==> src/sv/cfwt_pkg.sv <==
package cfwt_pkg;

	localparam int DEPTH = 16;
	localparam int PTR_W = (DEPTH > 1) ? $clog2(DEPTH) : 1;
	localparam int CNT_W = $clog2(DEPTH + 1);
	localparam int WORD_W = 32;
	localparam int QS_W = 5;
	localparam int KIND_W = 2;
	localparam int ST_W = 2;
	localparam int OBUF_DEPTH = 2;

	localparam logic [KIND_W-1:0] KIND_INSERT = 2'd0;
	localparam logic [KIND_W-1:0] KIND_DELETE = 2'd1;
	localparam logic [KIND_W-1:0] KIND_TRAVERSE = 2'd2;

	localparam logic [ST_W-1:0] ST_OK = 2'd0;
	localparam logic [ST_W-1:0] ST_OVERFLOW = 2'd1;
	localparam logic [ST_W-1:0] ST_UNDERFLOW = 2'd2;

	localparam logic [QS_W-1:0] QS_RESET = 5'd16;

	typedef struct packed {
		logic we;
		logic re;
		logic [PTR_W-1:0] addr;
		logic [WORD_W-1:0] wdata;
	} mem_cmd_t;

	typedef struct packed {
		logic [ST_W-1:0] status;
		logic last;
		logic from_mem;
	} res_t;

	typedef struct packed {
		logic [ST_W-1:0] status;
		logic [WORD_W-1:0] data;
		logic last;
	} beat_t;

	function automatic logic [CNT_W-1:0] cap_of(input logic [QS_W-1:0] qs);
		logic [CNT_W-1:0] c;
		if (qs == '0) begin
			c = CNT_W'(1);
		end else if (int'(qs) > DEPTH) begin
			c = CNT_W'(DEPTH);
		end else begin
			c = CNT_W'(qs);
		end
		return c;
	endfunction

	function automatic logic [PTR_W-1:0] advance(input logic [PTR_W-1:0] idx,
			input logic [CNT_W-1:0] cap);
		logic [PTR_W:0] nxt;
		logic [PTR_W-1:0] r;
		nxt = {1'b0, idx} + (PTR_W + 1)'(1);
		if (int'(nxt) >= int'(cap)) begin
			r = '0;
		end else begin
			r = nxt[PTR_W-1:0];
		end
		return r;
	endfunction

endpackage

==> src/sv/cfwt_ram.sv <==
module cfwt_ram #(
	parameter int DATA_W = 32,
	parameter int ADDR_W = 4
) (
	input logic clk,
	input logic we,
	input logic re,
	input logic [ADDR_W-1:0] addr,
	input logic [DATA_W-1:0] wdata,
	output logic [DATA_W-1:0] rdata
);

	logic [DATA_W-1:0] mem [2**ADDR_W];

	always_ff @(posedge clk) begin
		if (we) begin
			mem[addr] <= wdata;
		end
		if (re) begin
			rdata <= mem[addr];
		end
	end

endmodule

==> src/sv/cfwt_obuf.sv <==
module cfwt_obuf (
	input logic clk,
	input logic arst_n,
	input logic push,
	input cfwt_pkg::beat_t push_beat,
	output logic valid,
	input logic ready,
	output cfwt_pkg::beat_t beat,
	output logic [1:0] cnt
);

	cfwt_pkg::beat_t ent_q [cfwt_pkg::OBUF_DEPTH];
	logic wr_ptr_q;
	logic rd_ptr_q;
	logic [1:0] cnt_q;
	logic pop;

	assign valid = (cnt_q != 2'd0);
	assign beat = ent_q[rd_ptr_q];
	assign cnt = cnt_q;
	assign pop = valid & ready;

	always_ff @(posedge clk) begin
		if (push) begin
			ent_q[wr_ptr_q] <= push_beat;
		end
	end

	always_ff @(posedge clk or negedge arst_n) begin
		if (!arst_n) begin
			wr_ptr_q <= 1'b0;
			rd_ptr_q <= 1'b0;
			cnt_q <= 2'd0;
		end else begin
			if (push) begin
				wr_ptr_q <= ~wr_ptr_q;
			end
			if (pop) begin
				rd_ptr_q <= ~rd_ptr_q;
			end
			case ({push, pop})
				2'b10: cnt_q <= cnt_q + 2'd1;
				2'b01: cnt_q <= cnt_q - 2'd1;
				default: cnt_q <= cnt_q;
			endcase
		end
	end

endmodule

==> src/sv/cfwt_ctrl.sv <==
module cfwt_ctrl (
	input logic clk,
	input logic arst_n,
	input logic cfg_we,
	input logic [cfwt_pkg::QS_W-1:0] cfg_wdata,
	input logic in_valid,
	output logic in_ready,
	input logic [cfwt_pkg::KIND_W-1:0] kind,
	input logic [cfwt_pkg::WORD_W-1:0] data_in,
	input logic room,
	output cfwt_pkg::mem_cmd_t cmd,
	output logic issue,
	output cfwt_pkg::res_t res
);

	logic [cfwt_pkg::QS_W-1:0] qsize_q;
	logic [cfwt_pkg::PTR_W-1:0] head_q;
	logic [cfwt_pkg::PTR_W-1:0] tail_q;
	logic [cfwt_pkg::CNT_W-1:0] count_q;
	logic busy_q;
	logic [cfwt_pkg::PTR_W-1:0] idx_q;
	logic [cfwt_pkg::CNT_W-1:0] rem_q;

	logic [cfwt_pkg::PTR_W-1:0] head_d;
	logic [cfwt_pkg::PTR_W-1:0] tail_d;
	logic [cfwt_pkg::CNT_W-1:0] count_d;
	logic busy_d;
	logic [cfwt_pkg::PTR_W-1:0] idx_d;
	logic [cfwt_pkg::CNT_W-1:0] rem_d;
	logic [cfwt_pkg::CNT_W-1:0] cap;
	logic accept;

	assign cap = cfwt_pkg::cap_of(qsize_q);
	assign in_ready = ~busy_q & room;
	assign accept = in_valid & in_ready;

	always_comb begin
		cmd = '0;
		cmd.wdata = data_in;
		issue = 1'b0;
		res = '0;
		head_d = head_q;
		tail_d = tail_q;
		count_d = count_q;
		busy_d = busy_q;
		idx_d = idx_q;
		rem_d = rem_q;
		if (busy_q) begin
			if (room) begin
				// traverse walk, one entry per beat
				cmd.re = 1'b1;
				cmd.addr = idx_q;
				issue = 1'b1;
				res.status = cfwt_pkg::ST_OK;
				res.from_mem = 1'b1;
				res.last = (rem_q == cfwt_pkg::CNT_W'(1));
				idx_d = cfwt_pkg::advance(idx_q, cap);
				rem_d = rem_q - cfwt_pkg::CNT_W'(1);
				busy_d = (rem_q != cfwt_pkg::CNT_W'(1));
			end
		end else if (accept) begin
			res.last = 1'b1;
			case (kind)
				cfwt_pkg::KIND_INSERT: begin
					issue = 1'b1;
					if (count_q == cap) begin
						res.status = cfwt_pkg::ST_OVERFLOW;
					end else begin
						res.status = cfwt_pkg::ST_OK;
						cmd.we = 1'b1;
						cmd.addr = tail_q;
						tail_d = cfwt_pkg::advance(tail_q, cap);
						count_d = count_q + cfwt_pkg::CNT_W'(1);
					end
				end
				cfwt_pkg::KIND_DELETE: begin
					issue = 1'b1;
					if (count_q == '0) begin
						res.status = cfwt_pkg::ST_UNDERFLOW;
					end else begin
						res.status = cfwt_pkg::ST_OK;
						res.from_mem = 1'b1;
						cmd.re = 1'b1;
						cmd.addr = head_q;
						count_d = count_q - cfwt_pkg::CNT_W'(1);
						if (count_q == cfwt_pkg::CNT_W'(1)) begin
							head_d = '0;
							tail_d = '0;
						end else begin
							head_d = cfwt_pkg::advance(head_q, cap);
						end
					end
				end
				cfwt_pkg::KIND_TRAVERSE: begin
					issue = 1'b1;
					if (count_q == '0) begin
						res.status = cfwt_pkg::ST_UNDERFLOW;
					end else begin
						res.status = cfwt_pkg::ST_OK;
						res.from_mem = 1'b1;
						res.last = (count_q == cfwt_pkg::CNT_W'(1));
						cmd.re = 1'b1;
						cmd.addr = head_q;
						idx_d = cfwt_pkg::advance(head_q, cap);
						rem_d = count_q - cfwt_pkg::CNT_W'(1);
						busy_d = (count_q != cfwt_pkg::CNT_W'(1));
					end
				end
				default: begin
					res.last = 1'b0;
				end
			endcase
		end
	end

	always_ff @(posedge clk or negedge arst_n) begin
		if (!arst_n) begin
			qsize_q <= cfwt_pkg::QS_RESET;
			head_q <= '0;
			tail_q <= '0;
			count_q <= '0;
			busy_q <= 1'b0;
			idx_q <= '0;
			rem_q <= '0;
		end else if (cfg_we) begin
			qsize_q <= cfg_wdata;
			head_q <= '0;
			tail_q <= '0;
			count_q <= '0;
			busy_q <= 1'b0;
		end else begin
			head_q <= head_d;
			tail_q <= tail_d;
			count_q <= count_d;
			busy_q <= busy_d;
			idx_q <= idx_d;
			rem_q <= rem_d;
		end
	end

endmodule

==> src/sv/circular_fifo_with_traverse_top.sv <==
// channel   dir  handshake                     payload
// s_axis    in   s_axis_tvalid/s_axis_tready   tuser: kind, tdata: data_in
// m_axis    out  m_axis_tvalid/m_axis_tready   tuser: status, tdata: data_out, tlast: last
// cfg       in   cfg_we                         cfg_wdata: queue_size
//
// insert and delete each issue one result beat and a traverse one read beat per stored entry
// (the ram read is registered); the output buffer check can hold back issues
// even with m_axis always ready
// a result passes through the res_s1 register and the output buffer on its way to m_axis
// reset empties the queue and sets queue_size to 16; no clearing pass is needed
// a stalled m_axis fills a two-beat output buffer, after which s_axis and any walk pause
module circular_fifo_with_traverse_top (
	input logic clk,
	input logic arst_n,
	input logic cfg_we,
	input logic [4:0] cfg_wdata,
	input logic s_axis_tvalid,
	output logic s_axis_tready,
	input logic [7:0] s_axis_tuser, // kind [1:0]
	input logic [31:0] s_axis_tdata, // data_in [31:0]
	output logic m_axis_tvalid,
	input logic m_axis_tready,
	output logic [7:0] m_axis_tuser, // status [1:0]
	output logic [31:0] m_axis_tdata, // data_out [31:0]
	output logic m_axis_tlast
);

	cfwt_pkg::mem_cmd_t cmd;
	cfwt_pkg::res_t res;
	cfwt_pkg::res_t res_s1;
	cfwt_pkg::beat_t push_beat;
	cfwt_pkg::beat_t out_beat;
	logic issue;
	logic v_s1;
	logic room;
	logic [1:0] obuf_cnt;
	logic [cfwt_pkg::WORD_W-1:0] rdata;

	// leave a slot for the beat already in flight
	assign room = (obuf_cnt == 2'd0) | ((obuf_cnt == 2'd1) & ~v_s1);

	cfwt_ctrl u_ctrl (
		.clk(clk),
		.arst_n(arst_n),
		.cfg_we(cfg_we),
		.cfg_wdata(cfg_wdata),
		.in_valid(s_axis_tvalid),
		.in_ready(s_axis_tready),
		.kind(s_axis_tuser[cfwt_pkg::KIND_W-1:0]),
		.data_in(s_axis_tdata),
		.room(room),
		.cmd(cmd),
		.issue(issue),
		.res(res)
	);

	cfwt_ram #(
		.DATA_W(cfwt_pkg::WORD_W),
		.ADDR_W(cfwt_pkg::PTR_W)
	) u_ram (
		.clk(clk),
		.we(cmd.we),
		.re(cmd.re),
		.addr(cmd.addr),
		.wdata(cmd.wdata),
		.rdata(rdata)
	);

	always_ff @(posedge clk) begin
		res_s1 <= res;
	end

	always_ff @(posedge clk or negedge arst_n) begin
		if (!arst_n) begin
			v_s1 <= 1'b0;
		end else begin
			v_s1 <= issue;
		end
	end

	always_comb begin
		push_beat.status = res_s1.status;
		push_beat.last = res_s1.last;
		push_beat.data = res_s1.from_mem ? rdata : '0;
	end

	cfwt_obuf u_obuf (
		.clk(clk),
		.arst_n(arst_n),
		.push(v_s1),
		.push_beat(push_beat),
		.valid(m_axis_tvalid),
		.ready(m_axis_tready),
		.beat(out_beat),
		.cnt(obuf_cnt)
	);

	assign m_axis_tuser = {6'd0, out_beat.status};
	assign m_axis_tdata = out_beat.data;
	assign m_axis_tlast = out_beat.last;

endmodule
==> config.mk <==
export PLATFORM = sky130hd
export DESIGN_NAME = circular_fifo_with_traverse_top
export DESIGN_NICKNAME = d
export VERILOG_FILES = /design/src/sv/cfwt_pkg.sv /design/src/sv/cfwt_ram.sv /design/src/sv/cfwt_obuf.sv /design/src/sv/cfwt_ctrl.sv /design/src/sv/circular_fifo_with_traverse_top.sv
export SDC_FILE = /design/constraint.sdc
export NUM_CORES = 1
export LEC_CHECK = 0
export BUFFER_PORTS_ARGS = -buffer_cell sky130_fd_sc_hd__buf_2
export CAP_MARGIN = 20
export CELL_PAD_IN_SITES_DETAIL_PLACEMENT = 2
export CELL_PAD_IN_SITES_GLOBAL_PLACEMENT = 2
export CORE_MARGIN = 10
export CORE_UTILIZATION = 40
export DETAILED_ROUTE_END_ITERATION = 10
export PLACE_DENSITY_LB_ADDON = 0.1
export SLEW_MARGIN = 20
export SYNTH_ARGS = -nofsm -noshare
export SYNTH_HDL_FRONTEND = slang
export SYNTH_SLANG_ARGS = --single-unit
export TNS_END_PERCENT = 20
==> constraint.sdc <==
create_clock -name clk -period 4.3 [get_ports clk]
set_input_delay 0.43 -clock clk [delete_from_list [all_inputs] [get_ports clk]]
set_output_delay 0.43 -clock clk [all_outputs]
set_load 0.02 [all_outputs]
Word-level counts from Yosys, hierarchy flattened

Memories as Yosys holds them, arrays and structs flattened. A register that Yosys moved wholly into a read port is not among the register bits.
Index checks and enable logic that the tools add are counted.

RAM bits: 582
Bits in registers: 37
Output and inout bits: 43
Input bits: 50
Memories kept: 2

Add/sub/neg operators: 8
Bitwise gates (word level): 10
Magnitude comparators: 4
Equal/unequal tests: 17
Reduce and logical (&&, ||, !) cells: 18
Mux-type cells: 69

Memory list:

| memory       | depth | bits a word | rd ports | clocked after Yosys merged registers in | wr ports | line            | RTL |
|---|---|---|---|---|---|---|---|
| u_ram.mem    | 16    | 32          | 1        | 1                                       | 1        | cfwt_ram.sv:13  | `logic [DATA_W-1:0] mem [2**ADDR_W];` |
| u_obuf.ent_q | 2     | 35          | 1        | 0                                       | 1        | cfwt_obuf.sv:12 | `cfwt_pkg::beat_t ent_q [cfwt_pkg::OBUF_DEPTH];` |

Operators by type and width:

| operator              | count |
|---|---|
| $mux W4               | 23 |
| $mux W5               | 14 |
| $mux W32              | 1 |
| $mux W1               | 20 |
| $pmux W4 S2           | 2 |
| $add A4 B1 Y5 const B | 3 |
| $ge A5 B5 Y1          | 3 |
| $reduce_bool A2 Y1    | 6 |
| $eq A5 B1 Y1 const B  | 2 |
| $logic_not A5 Y1      | 2 |
| $ne A5 B1 Y1 const B  | 2 |
| $pmux W5 S2           | 1 |
| $reduce_and A5 Y1     | 2 |
| $sub A5 B1 Y5 const B | 2 |
| $pmux W2 S2           | 2 |
| $eq A2 B1 Y1 const B  | 3 |
| $mux W2               | 3 |
| $mux W6               | 1 |
| $ne A3 B3 Y1 const B  | 2 |
| $reduce_and A6 Y1     | 1 |
| $add A5 B1 Y5 const B | 1 |
| $eq A5 B5 Y1          | 1 |
| $gt A5 B5 Y1 const B  | 1 |
| $not A1 Y1            | 5 |
| 14 further kinds      | 23 |

Depth between registers and ports, before layout

Depth in word-level cells: 11
Depth in mapped cells: 13

By module

Synthesis repeated with hierarchy kept, for this count alone.

Cells, all modules: 1332
Area, all modules: 26083.8 µm²

Modules (own cells, without submodules):

| module                          | area each (µm²) | times used | seq. area each (µm²) | cells each |
|---|---|---|---|---|
| cfwt_ram                        | 20183.1         | 1          | 16335.7              | 840 |
| cfwt_obuf                       | 2867.8          | 1          | 2202.1               | 125 |
| cfwt_ctrl                       | 2618.8          | 1          | 701.9                | 319 |
| circular_fifo_with_traverse_top | 414.1           | 1          | 105.1                | 48 |

Worst setup path after synthesis

No wires, ideal clock.

Path kind: flip-flop to flip-flop
Start point: register u_ctrl.count_q[0] (netlist bit)
End point: memory u_ram.mem[0][0], enable pin
Path buffers: 3
Setup slack: -0.183 ns
Setup time: 0.421 ns
Cell stages (with the launch flop): 13
Arrival time: 4.062 ns
Required time: 3.879 ns
Cells stage by stage: dfrtp_1 inv_1 ha_1 or4b_4 and2_1 buf_2 a311oi_1 nand2_1 clkbuf_1 buf_1 nor2_1 nand2_1 nor2_1

Cells in the longest elaborated chain, start to end: 7
Elaborated cells between the ends (all ways): 12
Classes of those cells: 1 x eq/ne; 10 x mux; 1 x reduce/logical

RTL lines:

| what                          | line             | RTL |
|---|---|---|
| start, declared               | cfwt_ctrl.sv:19  | `logic [cfwt_pkg::CNT_W-1:0] count_q;` |
| start signal, assigned        | cfwt_ctrl.sv:134 | `count_q <= count_d;` |
| $eq A5 B5 Y1                  | cfwt_ctrl.sv:66  | `if (count_q == cap) begin` |
| $mux W1                       | cfwt_ctrl.sv:66  |  |
| $mux W1                       | cfwt_ctrl.sv:63  | `case (kind)` |
| $mux W6 *                     | cfwt_ctrl.sv:61  | `end else if (accept) begin` |
| $mux W1                       | cfwt_ctrl.sv:48  | `if (busy_q) begin` |
| $mux W1                       | cfwt_ram.sv:16   | `if (we) begin` |
| $mux W1 (not written as such) | cfwt_ram.sv:17   | `mem[addr] <= wdata;` |
| end, declared                 | cfwt_ram.sv:13   |  |

Every way passes the cells marked *; elsewhere a longest branch is shown, timed or not.

Worst setup path after layout

Start point: register u_ctrl.count_q[0] (netlist bit)
End point: register u_ram.rdata[14] (read register of u_ram.mem), data pin

Cells in the longest elaborated chain, start to end: 5
Elaborated cells between the ends (all ways): 8
Classes of those cells: 1 x eq/ne; 6 x mux; 1 x reduce/logical

RTL lines:

| what                                             | line                                              | RTL |
|---|---|---|
| $eq A5 B5 Y1 or $logic_not A5 Y1 (tied branches) | cfwt_ctrl.sv:66, cfwt_ctrl.sv:78, cfwt_ctrl.sv:96 |  |
| $mux W4 or $mux W5 (tied branches)               | cfwt_ctrl.sv:66, cfwt_ctrl.sv:78, cfwt_ctrl.sv:96 |  |
| $pmux W4 S2 or $mux W1 (tied branches)           | n/a                                               |  |
| $mux W6 *                                        | cfwt_ctrl.sv:61                                   |  |
| $mux W5 *                                        | cfwt_ctrl.sv:48                                   |  |
| end, declared                                    | cfwt_ram.sv:10                                    | `output logic [DATA_W-1:0] rdata` |

Marks and branches as above.
A chain may end at the register's enable or synchronous reset.

==> results.md <==
- Status: completed
- Synth Area in Simple Gates: 12.1%
- Hold_ws: 45.7 ps
- Clock net sink count: 651
- Sequential element share of the synthesized area: 73.4%
- WP data required: 4650 ps
- CTS tree: built
- Die width: 277 um
- Worst-path cell chain: inv_1, ha_1, or4b_4, and2_1, a32oi_2, o31ai_4, buf_12, buf_4, nand2_1, a31oi_1, a32o_1, a311o_1
- Setup Skew: 23.8 ps
- Final Wtd Congestion: 0.744
- Clk network pwr share: 37.2%
- Critical Path Max Stage Delay: 530 ps
- Post-CTS Hold Buffers: 1
- Post-synth cell types: 59
- Xor/xnor share of the synthesized area: 0.498%
- Final instance area: 30400 um^2
- Cell Area, Placed: 28200 um^2
- Path type of the worst min-delay path: input pin to flip-flop
- RSZ-0062 raised after global routing: no
- DP Worst Slack: 346 ps
- Synth Warn #: 0
- Final Cycle Share: 91.8%
- Sw Pwr: 4.29 mW
- Peak supply drop: 0.000384 V
- Initial antenna violation count: 5
- IO Port Bufs: 80
- DIE HEIGHT: 277 um
- Worst reg2reg setup slack: 350 ps
- Synth top area cells: edfxtp_1 (70%), nand2_1 (6.5%), nand3_1 (3.2%), dfrtp_1 (3.0%), mux2_2 (1.6%)
- Crit path launch type: flip-flop
- IO Pins: 93
- Slew @ Worst Pin: 1050 ps
- GRT Total Usage: 20.1%
- Fin. Hold Viols: 0
- Post-synth top area share: 70.0%
- Final ANT Viol Nets: 0
- Fmax: 0.253 GHz
- Layout cell share with drive strength beyond 1: 15.5%
- Setup tns final: 0 ps
- Worst relative slew slack: 30.1%
- Residual DRC: 0
- Fill cells: 6258
- CTS root buffer: clkbuf_16
- Critical path start-end classification: flip-flop to flip-flop
- TritonCTS buffer count: 74
- Core box area: 65500 um^2
- Area fraction in compound gates after synthesis: 7.08%
- Combinational Power Share: 14.9%
- Critical path arrival: 4300 ps
- Max Root-Sink Buffers: 3
- Leading area contributor after synthesis: edfxtp_1
- Mux cell area share after synthesis: 2.95%
- Most common cell in the netlist: edfxtp_1
- Cell Pwr Density: 521 nW/um^2
- Worst Path Max Fanout: 66
- Final WL: 77.9 mm
- Syn Inst Count: 1890
- Synth cell count leaders: edfxtp_1 (614), nand2_1 (454), nand3_1 (171)
- FP Rows: 94
- Largest net degree at the start of global routing: 97
- Number of H-tree levels: 3
- # resized after CTS: 0
- Share of power burned in registers: 47.8%
- Yosys reg bits: 651
- Vias: 16356
- Final min period: 3950 ps
- Synth Cell Area: 26400 um^2
- GR Overflow Total: 0
- CP max-delay cell: or4b_4
- Leak: 10.5 nW
- Mean Syn Cell Area: 13.9 um^2
- Post-CTS Setup Bufs: 0
- Main combinational cell family by area after synthesis: simple AND/OR/NAND/NOR gates
- Routed wire per std cell: 26.6 um
- Violation count after the first detailed-route iteration: 983
- Switching Fraction: 27.0%
- Initial core utilization: 40.2%
- Routed vias/inst: 5.60
- Synth Area in Adders: 1.42%
- Post-synth EDFFs: 614
- Min setup slack post-route: 353 ps
- Max_cap viols: 0
- Fin. max-slew vios: 0
- Area added between synthesis and finish: 15.5%
- Vias in the first global route: 18015
- HPWL after DPL: 46.0 mm
- Global-route wire length before repair: 118 mm
- CTS clk-pin slew, worst paths: 60 ps
- Int Pwr: 11.6 mW
- Endpoints failing setup: 0
- Power Total: 15.9 mW
- Drt pass-1 iters: 5
- Ys async rst share: 5.07%
- Nets: 2086
- Crit. End Element: flip-flop
- Die area: 76600 um^2
- Clock insertion delay at the later pin of the skew report: 620 ps
- Synth Flop Type: edfxtp_1
logic make-up (layout without fill, tap and decap cells):
family / Yosys count / after routing
AOI/OAI and AO/OA: 249 / 249
xor gates and xnor gates: 15 / 15
adders and majority gates: 30 / 30
buffers and inverters: 137 / 298
DFF: 651 / 651
muxes: 73 / 73
other: 1 / 9
and+or+nand+nor: 734 / 734
path summary, 6_finish.rpt:
| path | to | cells after the start | from |
|---|---|---|---|
| max | u_ram.rdata[14] | 12 | u_ctrl.count_q[0] |
| min | u_ctrl.qsize_q[4] | 3 | cfg_wdata[4] |
| max reg2reg | u_ram.rdata[14] | 12 | u_ctrl.count_q[0] |
| min reg2reg | u_obuf.ent_q[1][33] | 0 | push_beat[33] |
| max in group asynchronous | u_ctrl.rem_q[1] | 2 | arst_n |
| min in group asynchronous | u_ctrl.tail_q[0] | 2 | arst_n |
layer usage:
metal  track usage, %  routed length (um)
met2             34.1               38500
met3             2.91                3090
met4             5.16                1430
met5                0                   0
met1             26.5               34800
layout by cell type, fill, tap and decap left out, drive strengths merged, types with 7 or more instances in the layout:
master,instances
ha,30
a31oi,37
a21oi,44
nand3,171
a311o,32
dfrtp,32
a32o,33
and2,35
edfxtp,614
nand2,454
clkinv,24
inv,22
buf,151
mux2,38
nor2b,9
nor2,27
nand2b,8
and3,10
mux2i,35
xor2,10
clkbuf,97
a221oi,32
o31ai,7
o21ai,31
flip-flops by register name, indices dropped and copies added, names as in the netlist:
name / cells
v_s1: 1
u_ctrl.busy_q: 1
u_ctrl.idx_q: 4
push_beat: 3
res_s1: 1
u_obuf.wr_ptr_q: 1
u_ram.mem: 512
u_obuf.rd_ptr_q: 1
u_obuf.ent_q: 70
u_obuf.cnt: 2
u_ctrl.tail_q: 4
u_ctrl.rem_q: 5
u_ctrl.count_q: 5
u_ctrl.head_q: 4
u_ctrl.qsize_q: 5
u_ram.rdata: 32
cell type report:
cell class / instances / area [um^2] / share of cell area [%]
tap: 864 / 1080 / 3.55
clock buffer: 97 / 1980 / 6.51
antenna: 3 / 7.51 / 0.0247
multi-input combinational: 1107 / 6540 / 21.5
sequential: 651 / 19300 / 63.5
inverter: 20 / 75.1 / 0.247
timing repair buffer: 152 / 1170 / 3.84
clock inverter: 29 / 246 / 0.810
worst max-delay path: cells and delay by family (launching register included):
kind                       cells  cell delay, ps
AOI/OAI and AO/OA              5            1220
DFF                            1             460
and+or+nand+nor                3            1000
buffers and inverters          3             720
adders and majority gates      1             250
power groups by stage:
| stage | Sequential (mW) | Clock (mW) | Combinational (mW) |
|---|---|---|---|
| 6_report | 7.58 | 5.90 | 2.37 |
| 4_1_cts | 7.58 | 6.05 | 2.41 |
| 3_5_place_dp | 7.71 | 0 | 2.38 |
| 5_1_grt | 7.62 | 6.32 | 2.63 |
| 2_1_floorplan | 7.57 | 0 | 1.57 |
| 3_3_place_gp | 7.69 | 0 | 2.31 |
stage by stage:
step	util [%]	std cells
6_report	46.5	2923
5_1_grt	46.5	2922
4_1_cts	46.4	2919
3_5_place_dp	43.0	2792
3_3_place_gp	43.0	2792
2_1_floorplan	-	1895
No activity file was read; power rests on OpenSTA's default activity.
